===== src/sv/mlwta_pkg.sv =====
`timescale 1ns / 1ps
`default_nettype none
// ----------------------------------------------------------------------------
// mlwta_pkg
// Shared types and constants of the lag-weighted time average block.
// ----------------------------------------------------------------------------
package mlwta_pkg;

  localparam int IDX_W    = 12;
  localparam int SAMPLE_W = 16;
  localparam int LAG_W    = 17;
  localparam int WEIGHT_W = 16;
  localparam int PROD_W   = 33;
  localparam int SUM_W    = 38;
  localparam int TOT_W    = 22;
  localparam int ENTRY_W  = SUM_W + TOT_W;
  localparam int QUO_W    = 16;

  // 3600 = 16 * 225: shift by four, then multiply by a reciprocal of 225
  localparam int LAG_PRE_SHIFT = 4;
  localparam int RECIP_W       = 29;
  localparam int RECIP_SHIFT   = 36;
  localparam logic [RECIP_W-1:0] RECIP_225 = 29'd305419897;
  localparam int MAG_W         = 28;
  localparam int DELTA_W       = 21;

  localparam int QUEUE_DEPTH = 4;
  localparam int QPTR_W      = $clog2(QUEUE_DEPTH);

  localparam logic [1:0] CFG_CURRENT_WEIGHT = 2'd0;
  localparam logic [1:0] CFG_WEIGHT_SLOPE   = 2'd1;
  localparam logic [1:0] CFG_MISSING_CODE   = 2'd2;
  localparam logic [1:0] CFG_BAD_CODE       = 2'd3;

  typedef enum logic [1:0] {
    ITEM_ACC,
    ITEM_FIN,
    ITEM_FIN_OOR
  } item_kind_e;

  typedef struct packed {
    logic        [WEIGHT_W-1:0] current_weight;
    logic signed [15:0]         weight_slope;
    logic signed [SAMPLE_W-1:0] missing_code;
    logic signed [SAMPLE_W-1:0] bad_code;
  } cfg_t;

  typedef struct packed {
    item_kind_e                 kind;
    logic        [IDX_W-1:0]    idx;
    logic signed [PROD_W-1:0]   prod;
    logic        [WEIGHT_W-1:0] weight;
  } queue_item_t;

endpackage
`default_nettype wire


===== src/sv/mlwta_queue.sv =====
`timescale 1ns / 1ps
`default_nettype none
// ----------------------------------------------------------------------------
// mlwta_queue
// Short register queue between the front and the back.
// ----------------------------------------------------------------------------
module mlwta_queue
  import mlwta_pkg::*;
(
  input  wire logic        clk_i,
  input  wire logic        rst_ni,
  input  wire logic        push_valid_i,
  output logic             push_ready_o,
  input  wire queue_item_t push_item_i,
  output logic             pop_valid_o,
  input  wire logic        pop_ready_i,
  output queue_item_t      pop_item_o
);

  queue_item_t       entry_q [QUEUE_DEPTH];
  logic [QPTR_W-1:0] wptr_q, rptr_q;
  logic [QPTR_W:0]   count_q;
  logic              push, pop;

  assign push_ready_o = count_q != (QPTR_W+1)'(QUEUE_DEPTH);
  assign pop_valid_o  = count_q != '0;
  assign push         = push_valid_i && push_ready_o;
  assign pop          = pop_valid_o && pop_ready_i;
  assign pop_item_o   = entry_q[rptr_q];

  always_ff @(posedge clk_i or negedge rst_ni) begin
    if (!rst_ni) begin
      wptr_q  <= '0;
      rptr_q  <= '0;
      count_q <= '0;
    end else begin
      if (push) begin
        wptr_q <= wptr_q + 1'b1;
      end
      if (pop) begin
        rptr_q <= rptr_q + 1'b1;
      end
      if (push && !pop) begin
        count_q <= count_q + 1'b1;
      end else if (pop && !push) begin
        count_q <= count_q - 1'b1;
      end
    end
  end

  always_ff @(posedge clk_i) begin
    if (push) begin
      entry_q[wptr_q] <= push_item_i;
    end
  end

endmodule
`default_nettype wire


===== config.mk =====
export PLATFORM = sky130hd
export DESIGN_NAME = mlwta_queue
export DESIGN_NICKNAME = d
export VERILOG_FILES = /design/src/sv/mlwta_pkg.sv /design/src/sv/mlwta_queue.sv
export SDC_FILE = /design/constraint.sdc
export NUM_CORES = 1
export LEC_CHECK = 0
export BUFFER_PORTS_ARGS = -buffer_cell sky130_fd_sc_hd__buf_2
export CORE_UTILIZATION = 57
export DETAILED_ROUTE_END_ITERATION = 16
export PLACE_DENSITY = 0.79
export SETUP_SLACK_MARGIN = 0.3
export SYNTH_ARGS = -nofsm -noshare
export SYNTH_HDL_FRONTEND = slang
export SYNTH_SLANG_ARGS = --single-unit

===== constraint.sdc =====
create_clock -name clk_i -period 3.6 [get_ports clk_i]
set_clock_uncertainty 0.1 [all_clocks]
set_input_delay 0.18 -clock clk_i [delete_from_list [all_inputs] [get_ports clk_i]]
set_output_delay 0.18 -clock clk_i [all_outputs]
set_load 0.005 [all_outputs]

# Word level (Yosys, flattened, before mapping)
# Memories as Yosys holds them, arrays and structs flattened.
# Cells that the tools add are included.
totals:
  output_inout_bits: 65
  in_bits: 67
  ramBits: 252
  word_cells: 21
  register_bits: 7
  mem_count: 1
op_classes:
  eq_ne: 1
  addsub: 4
  n_mux: 4
  reduce_logical: 8
memory_table:
  columns: ["memory", "depth", "word_bits", "read_ports", "rd_ports_with_merged_regs", "wr", "line", "source"]
  rows:
  - ["entry_q", 4, 63, 1, 0, 1, "mlwta_queue.sv:20", "queue_item_t entry_q [QUEUE_DEPTH];"]
ops:
  columns: ["operator", "count"]
  rows:
  - ["two-way mux 3 bit", 2]
  - ["adder 2 x 1 -> 2 bit, second input constant", 2]
  - ["logical AND 1 bit", 4]
  - ["adder 3 x 1 -> 3 bit, second input constant", 1]
  - ["!= test 3 bit, second input constant", 1]
  - ["nonzero test 3 bit", 1]
  - ["subtractor 3 x 1 -> 3 bit, second input constant", 1]
  - ["zero test 1 bit", 2]
  - ["two-way mux 1 bit", 2]
  - ["nonzero test 2 bit", 1]

# Longest topological paths before layout
# Gate-level depths: netlist (run 1).
depth:
  ltp_word: 6
  ltp_mapped: 8
  depth_no_buf: 8

# Worst setup path after synthesis (run 1)
# OpenSTA, ideal clock, no wires.
synth_path:
  path_type: "flip-flop to flip-flop"
  startpoint: "register count_q[0]"
  endpoint: "memory entry_q[0][0] (netlist name) (enable)"
  t_required_ns: 3.072
  setup_slack_ns: 0.813
  setup_ns: 0.428
  period_less_slack_ns: 2.787
  stages_incl_launch_ff: 4
  t_arrival_ns: 2.259
  n_path_buf: 0
  cell_sequence: "dfrtp_1 nor2_1 a21boi_2 and2_1"
synth_via:
  elab_chain_cells: 4
synth_rtl:
  columns: ["item", "line", "source"]
  rows:
  - ["from (decl)", "mlwta_queue.sv:22", "logic [QPTR_W:0] count_q;"]
  - ["from (signal assigned)", "mlwta_queue.sv:44", "count_q <= count_q + 1'b1;"]
  - ["from (signal assigned)", "mlwta_queue.sv:46", "count_q <= count_q - 1'b1;"]
  - ["!= test 3 bit", "mlwta_queue.sv:25", "assign push_ready_o = count_q != (QPTR_W+1)'(QUEUE_DEPTH);"]
  - ["logical AND 1 bit", "mlwta_queue.sv:27", "assign push = push_valid_i && push_ready_o;"]
  - ["named net push", "mlwta_queue.sv:23", "logic push, pop;"]
  - ["two-way mux 1 bit", "mlwta_queue.sv:52", "if (push) begin"]
  - ["two-way mux 1 bit (implied by the code)", "mlwta_queue.sv:53", "entry_q[wptr_q] <= push_item_i;"]
  - ["to (decl)", "mlwta_queue.sv:20", null]
# The timed path passes the listed nets, and every way through them passes these cells.

==> impl_metrics.toml, run 1 <==
[clock_network]
post_cts_buffers = 0
numCtsBuffers = 25
root_buffer = "clkbuf_16"
clk_pin_slew_ps = 60
clock-sinks = 259
clk_latency_ps = 500
cts_tree = "done"
cts_buffer_depth = 3
htreeDepth = 1

[place]
pre_cts_slack_ps = 1338
place.gp.congestion = 0.6770
port_buffers = 131
hpwl_um = 8820

[yosys]
yosys.area.top_type = "edfxtp_1"
synthAdderAreaFrac_pct = 0.8690
synthArstFlopShare_pct = 2.703
yosys-top-cells-count = "252 x edfxtp_1, 63 x mux4_2, 7 x buf_2, 7 x dfrtp_1, 6 x buf_6"
synthMuxAreaShare_pct = 15.17
yosysUniqueCellTypes = 18
synth_xor_area_share_pct = 0.5530
synth_top_area_share_pct = 79.63
syn-num-nets = 437
yosysMostFrequentCell = "edfxtp_1"
yosys.area_share.simple_pct = 0.5398
yosysSeqAreaShare_pct = 81.47
synth_top_family_by_area = "multiplexers"
syn_area_per_cell_um2 = 26.11
yosysWarningCount = 0
syn_area_um2 = 9503
ys.flop_type = "edfxtp_1"
ys_top_cells_by_area = "edfxtp_1 80%, mux4_2 15%, dfrtp_1 1.8%, buf_6 0.71%, ha_1 0.66%"
synth_edf_count = 252
ys_ff_latch = 259
syn_inst = 364
synth_compound_area_share_pct = 0.1185

[pwr]
p_switching_mw = 2.435
power_leakage_nw = 4.087
p_clk_share_pct = 27.2
power.density_nw_per_um2 = 771.2
internal-power_mw = 6.659
ir_drop_mv = 0.4950
combPwrFrac_pct = 24.4
p_seq_share_pct = 48.4
swShare_pct = 26.78

[finish]
syn_to_final_growth_pct = 24.08
fin_util_pct = 73.43
fin_nets = 648
diodes = 0
drive_gt1_share_pct = 40.40

[die]
fp.dieW_um = 131.1
die_y_um = 131.1
rows = 46
io_pins = 132
start_util_pct = 59.18
core_area_um2 = 16060
die_area_um2 = 17190

[route]
drc = 0
ant_nets = 0
first_pass_iters = 4
via_per_inst = 5.479
wl_per_cell_um = 20.49
vias = 4438
drt_iter0_drc = 310
finalWirelength_um = 16600

[sta]
max_freq_mhz = 362.9
period_share_pct = 76.55
final_hold_viol_count = 0
rsz0062_at_grt = "no"
fin_crit_ps = 2756
setup_violations = 0
layout_setup_ws_ps = 844.2
final_max_slew_viol_count = 0
fin_setup_tns_ps = 0
holdWs_ps = 44.51
worst_slew_pin_slew_ps = 960.3
slew-limit-headroom_pct = 35.98

[global_route]
grt_max_degree = 65
grt_pass1_wl_um = 25960
grtUsageTotal_pct = 19.86
grt_pass1_vias = 4796
antenna_found_initial = 1
grt_overflow = 0

[critical_path]
slowest_delay_ps = 830
critPathKind = "register to output port"
cp_cell_sequence = "buf_12 -> mux4_2 -> buf_2"
cp.arrival_ps = 2480
crit_required_ps = 3320
crit_buf_inv = 2
crit_cells = 3
slowest_stage = "dfrtp_4"
cp_top_family = "flip-flops"
cp-end-kind = "output port"
r2r_cells = 8
cp_max_fo = 35
start_kind = "register"

[job]
max_cap_violations = 0

[hold_path]
hold_depth = 3
hold_class = "input port to register"

[run_status]
status = "finished, final reports clean"
-- through the flow --
stage	cell area [µm²]	cells	total power [mW]
floorplan	9503	364	5.817
global placement	10360	698	6.616
detailed placement	10360	698	6.686
CTS	11790	810	9.193
global route	11790	810	9.504
finish	11790	810	9.094
-- state kept, by name, indices dropped and copies added (netlist names) --
register  flops
count_q       3
wptr_q        2
entry_q     252
rptr_q        2
-- layout make-up --
class,instances,area [µm²]
Sequential cell,259,7750
Fill cell,922,4267
Multi-Input combinational cell,88,1649
Timing Repair Buffer,198,1336
Clock buffer,30,644.4
Tap cell,216,270.3
Clock inverter,16,130.1
Inverter,3,11.26
-- cells in the final DEF, fill, tap and decap left out, types with 2 or more instances in the layout --
| cell type | count |
|---|---|
| clkbuf_16 | 25 |
| mux4_2 | 63 |
| clkinv_1 | 5 |
| nor2_1 | 2 |
| bufinv_16 | 2 |
| xor2_1 | 2 |
| xnor2_1 | 4 |
| ha_1 | 5 |
| nand2_1 | 2 |
| and2_4 | 4 |
| dfrtp_1 | 5 |
| dlygate4sd3_1 | 66 |
| mux2_2 | 2 |
| clkinv_2 | 7 |
| edfxtp_1 | 252 |
| inv_1 | 3 |
| buf_2 | 131 |
| clkbuf_1 | 5 |
| dfrtp_4 | 2 |
-- kinds of logic after synthesis --
family          Yosys count
flops                   259
mux                      65
buf+inv                  17
simple gates             10
xor+xnor                  6
fa+ha+maj                 6
compound gates            1
-- power by group through the flow --
stage / Clock [mW] / Sequential, mW / Combinational, mW
global placement: 0 / 4.44 / 2.18
floorplan: 0 / 4.18 / 1.64
finish: 2.47 / 4.40 / 2.22
detailed placement: 0 / 4.48 / 2.20
global route: 2.61 / 4.49 / 2.40
CTS: 2.50 / 4.43 / 2.27
-- worst paths after layout --
path	from	to	slack, ps
max reg2reg	count_q[1]$_DFFE_PN0P_	count_q[2]$_DFFE_PN0P_	1330
min reg2reg	count_q[2]$_DFFE_PN0P_	count_q[2]$_DFFE_PN0P_	440
min in group asynchronous	rst_ni	rptr_q[1]$_DFFE_PN0P_	550
max in group asynchronous	rst_ni	rptr_q[0]$_DFFE_PN0P_	2580
max	rptr_q[0]$_DFFE_PN0P_	pop_item_o[11]	840
min	push_valid_i	wptr_q[0]$_DFFE_PN0P_	40
-- worst min-delay path: cells and delay by family --
family                    cells  cell delay, ps
buffers and inverters         1             100
AOI/OAI and AO/OA             1             200
xor gates and xnor gates      1             130
-- per-layer routing --
metal,vias to the layer above,global-route usage (%),share of wire (%)
li1,1977,-,-
met1,2272,26.57,41
met2,154,34.10,52
met3,33,3.125,4.6
met4,2,5.882,1.8
met5,-,0,0.078
-- repair_timing --
action | CTS | global route
resized for setup | 0 | 0
hold endpoints to repair | 261 | 0
hold buffers | 66 | 0
Power figures use the tool's default switching activity.
==> run 2: changes to the inputs <==
ABC_AREA = 1   (was default)
CORE_UTILIZATION = 52   (was 57)
PLACE_DENSITY = 0.75   (was 0.79)
clock period = 2.3 ns   (was 3.6 ns; I/O delays follow)
==> impl_metrics.toml, run 2 <==
[finish]
largest_reg_flops = 252
fill_cells = 1448
syn_to_final_growth_pct = 26.48
regArea_um2 = 7747
fin_util_pct = 67.92
layout_commonest_cell = "edfxtp_1"
top_regs = "entry_q (252), count_q (3)"
fin_nets = 1087
multi_input_area_um2 = 2481
diodes = 0
final_cell_mix = "252 x edfxtp_1, 205 x nand2_1, 137 x inv_1, 131 x buf_2, 109 x o211ai_2"
instances_no_fill = 1305
final_area_um2 = 13920
drive_gt1_share_pct = 31.79
largest_register = "entry_q"

[place]
hpwl_um = 11760
port_buffers = 131
pre_cts_slack_ps = 384.1
place.gp.congestion = 0.7259
dp_cells = 1175
dpl_cell_area_um2 = 12080

[yosys]
syn_area_um2 = 11010
syn_inst = 793
yosys.area.top_type = "edfxtp_1"
ys.flop_type = "edfxtp_1"
synth_edf_count = 252
yosysMostFrequentCell = "edfxtp_1"
syn_area_per_cell_um2 = 13.88
yosys-top-cells-count = "252 x edfxtp_1, 206 x nand2_1, 139 x inv_1"
ys_top_cells_by_area = "edfxtp_1 69%, o211ai_2 12%, nand2_1 7.0%, inv_1 4.7%, buf_6 1.9%"
yosysSeqAreaShare_pct = 70.34
syn-num-nets = 866
yosysWarningCount = 0
yosysUniqueCellTypes = 19
synth_top_area_share_pct = 68.75
synthArstFlopShare_pct = 2.703
ys_ff_latch = 259

[hold_path]
hold_depth = 2
hold_end = "entry_q[1][36]$_DFFE_PP_"
hold_class = "input port to register"
hold_start = "push_item_i[36]"

[clock_network]
numCtsBuffers = 28
htreeDepth = 1
cts_tree = "done"
cts_buffer_depth = 3
clk_pin_slew_ps = 60
clk_latency_ps = 520
clock-sinks = 259
root_buffer = "clkbuf_16"

[global_route]
grt_max_degree = 42
grt_pass1_vias = 6564
grt_overflow = 0
grtUsageTotal_pct = 19.54
grt_pass1_wl_um = 33180
antenna_found_initial = 0

[job]
max_cap_violations = 0

[pwr]
power.density_nw_per_um2 = 1256
ir_drop_mv = 0.8933
power_leakage_nw = 5.773
totalPowerFinal_mw = 17.48

[route]
first_pass_iters = 4
ant_nets = 0
finalWirelength_um = 21700
drc = 0
drt_iter0_drc = 255
wl_per_cell_um = 16.63
vias = 6499
via_per_inst = 4.980

[sta]
slew-limit-headroom_pct = 71.83
max_freq_mhz = 504.6
final_hold_viol_count = 0
worst_slew_pin_slew_ps = 422.6
fin_crit_ps = 1982
final_max_slew_viol_count = 0
fin_setup_tns_ps = 0
holdWs_ps = 233.6
period_share_pct = 86.17
setup_violations = 0
layout_setup_ws_ps = 318.0
rsz0062_at_grt = "yes"

[die]
rows = 52
io_pins = 132
core_area_um2 = 20490
die_area_um2 = 21750
fp.dieW_um = 147.5
start_util_pct = 53.71
die_y_um = 147.5

[critical_path]
timing.rr.start = "count_q[0]$_DFFE_PN0P_"
ff2ff_setup_slack_ps = 440
r2r-end = "entry_q[3][43]$_DFFE_PP_"
crit_required_ps = 2090
cp.arrival_ps = 1770
r2r_cells = 6
cp-end-kind = "output port"
start_kind = "register"
critPathKind = "register to output port"
cp_max_fo = 32

[run_status]
status = "finished, final reports clean"
run 2: changes by cell type in the layout (fill, tap and decap cells not counted), moves of 6 or more:
| cell | change |
|---|---|
| inv_1 | +134 |
| buf_16 | +6 |
| nand2_1 | +203 |
| clkbuf_16 | +7 |
| o211ai_2 | +109 |
| buf_4 | +9 |
| o211ai_1 | +17 |
| mux4_2 | -63 |
| buf_12 | +8 |
run 2: report_power, final:
part           total, mW  leakage, nW  switching, mW  internal (mW)
logic               6.57         2.93           3.89           2.68
clock network       4.39        0.451           1.76           2.63
registers           6.53         2.39          0.311           6.21
run 2: timing repair:
| action | CTS | global route |
|---|---|---|
| pin swaps | 0 | 1 |
| hold buffers | 67 | 0 |
| gates cloned | 3 | 4 |
| setup endpoints to repair | 58 | 51 |
| buffers inserted | 1 | 4 |
| resized for setup | 10 | 8 |
| hold endpoints to repair | 264 | 0 |
run 2: logic make-up after synthesis:
group / Yosys count / share of synthesized area (%)
adder cells (fa/ha/maj): 6 / 0.7503
buffers and inverters: 182 / 7.696
XOR/XNOR: 1 / 0.07959
AO/OA/AOI/OAI: 127 / 13.60
flip-flops: 259 / 70.34
AND/OR/NAND/NOR: 218 / 7.537
run 2: worst max path at each step:
stage | start | endpoint | slack [ps] | cells after the start
6_report | rptr_q[0]$_DFFE_PN0P_ | pop_item_o[35] | 320 | 6
2_1_floorplan | count_q[0]$_DFFE_PN0P_ | entry_q[0][0]$_DFFE_PP_ | 160 | 4
4_1_cts | rptr_q[1]$_DFFE_PN0P_ | pop_item_o[55] | 290 | 5
5_1_grt | rptr_q[0]$_DFFE_PN0P_ | pop_item_o[49] | 240 | 6
3_5_place_dp | count_q[1]$_DFFE_PN0P_ | count_q[1]$_DFFE_PN0P_ | 380 | 9
3_3_place_gp | count_q[1]$_DFFE_PN0P_ | count_q[1]$_DFFE_PN0P_ | 450 | 9
run 2: area by class of cell:
cell class                 count  share of cell area, %
clock inverter                18                  1.240
timing repair buffer         229                  13.41
multi-input combinational    352                  17.82
clock buffer                  33                  5.321
tap                          270                  2.427
sequential                   259                  55.65
timing repair inverter         2                 0.1438
inverter                     142                  3.982
run 2: critical path, stage by stage, from the launching register on:
cell	delay [ps]
dfrtp_2	480
inv_16	160
buf_12	220
nand2_1	80
o211ai_2	60
nand2_1	90
buf_2	140
run 2: routing by layer:
metal | global-route usage (%) | share of wire [%]
met1 | 24.52 | 43
met2 | 35.09 | 51
met3 | 3.025 | 4.4
met4 | 5.515 | 2.0
met5 | 0 | 0
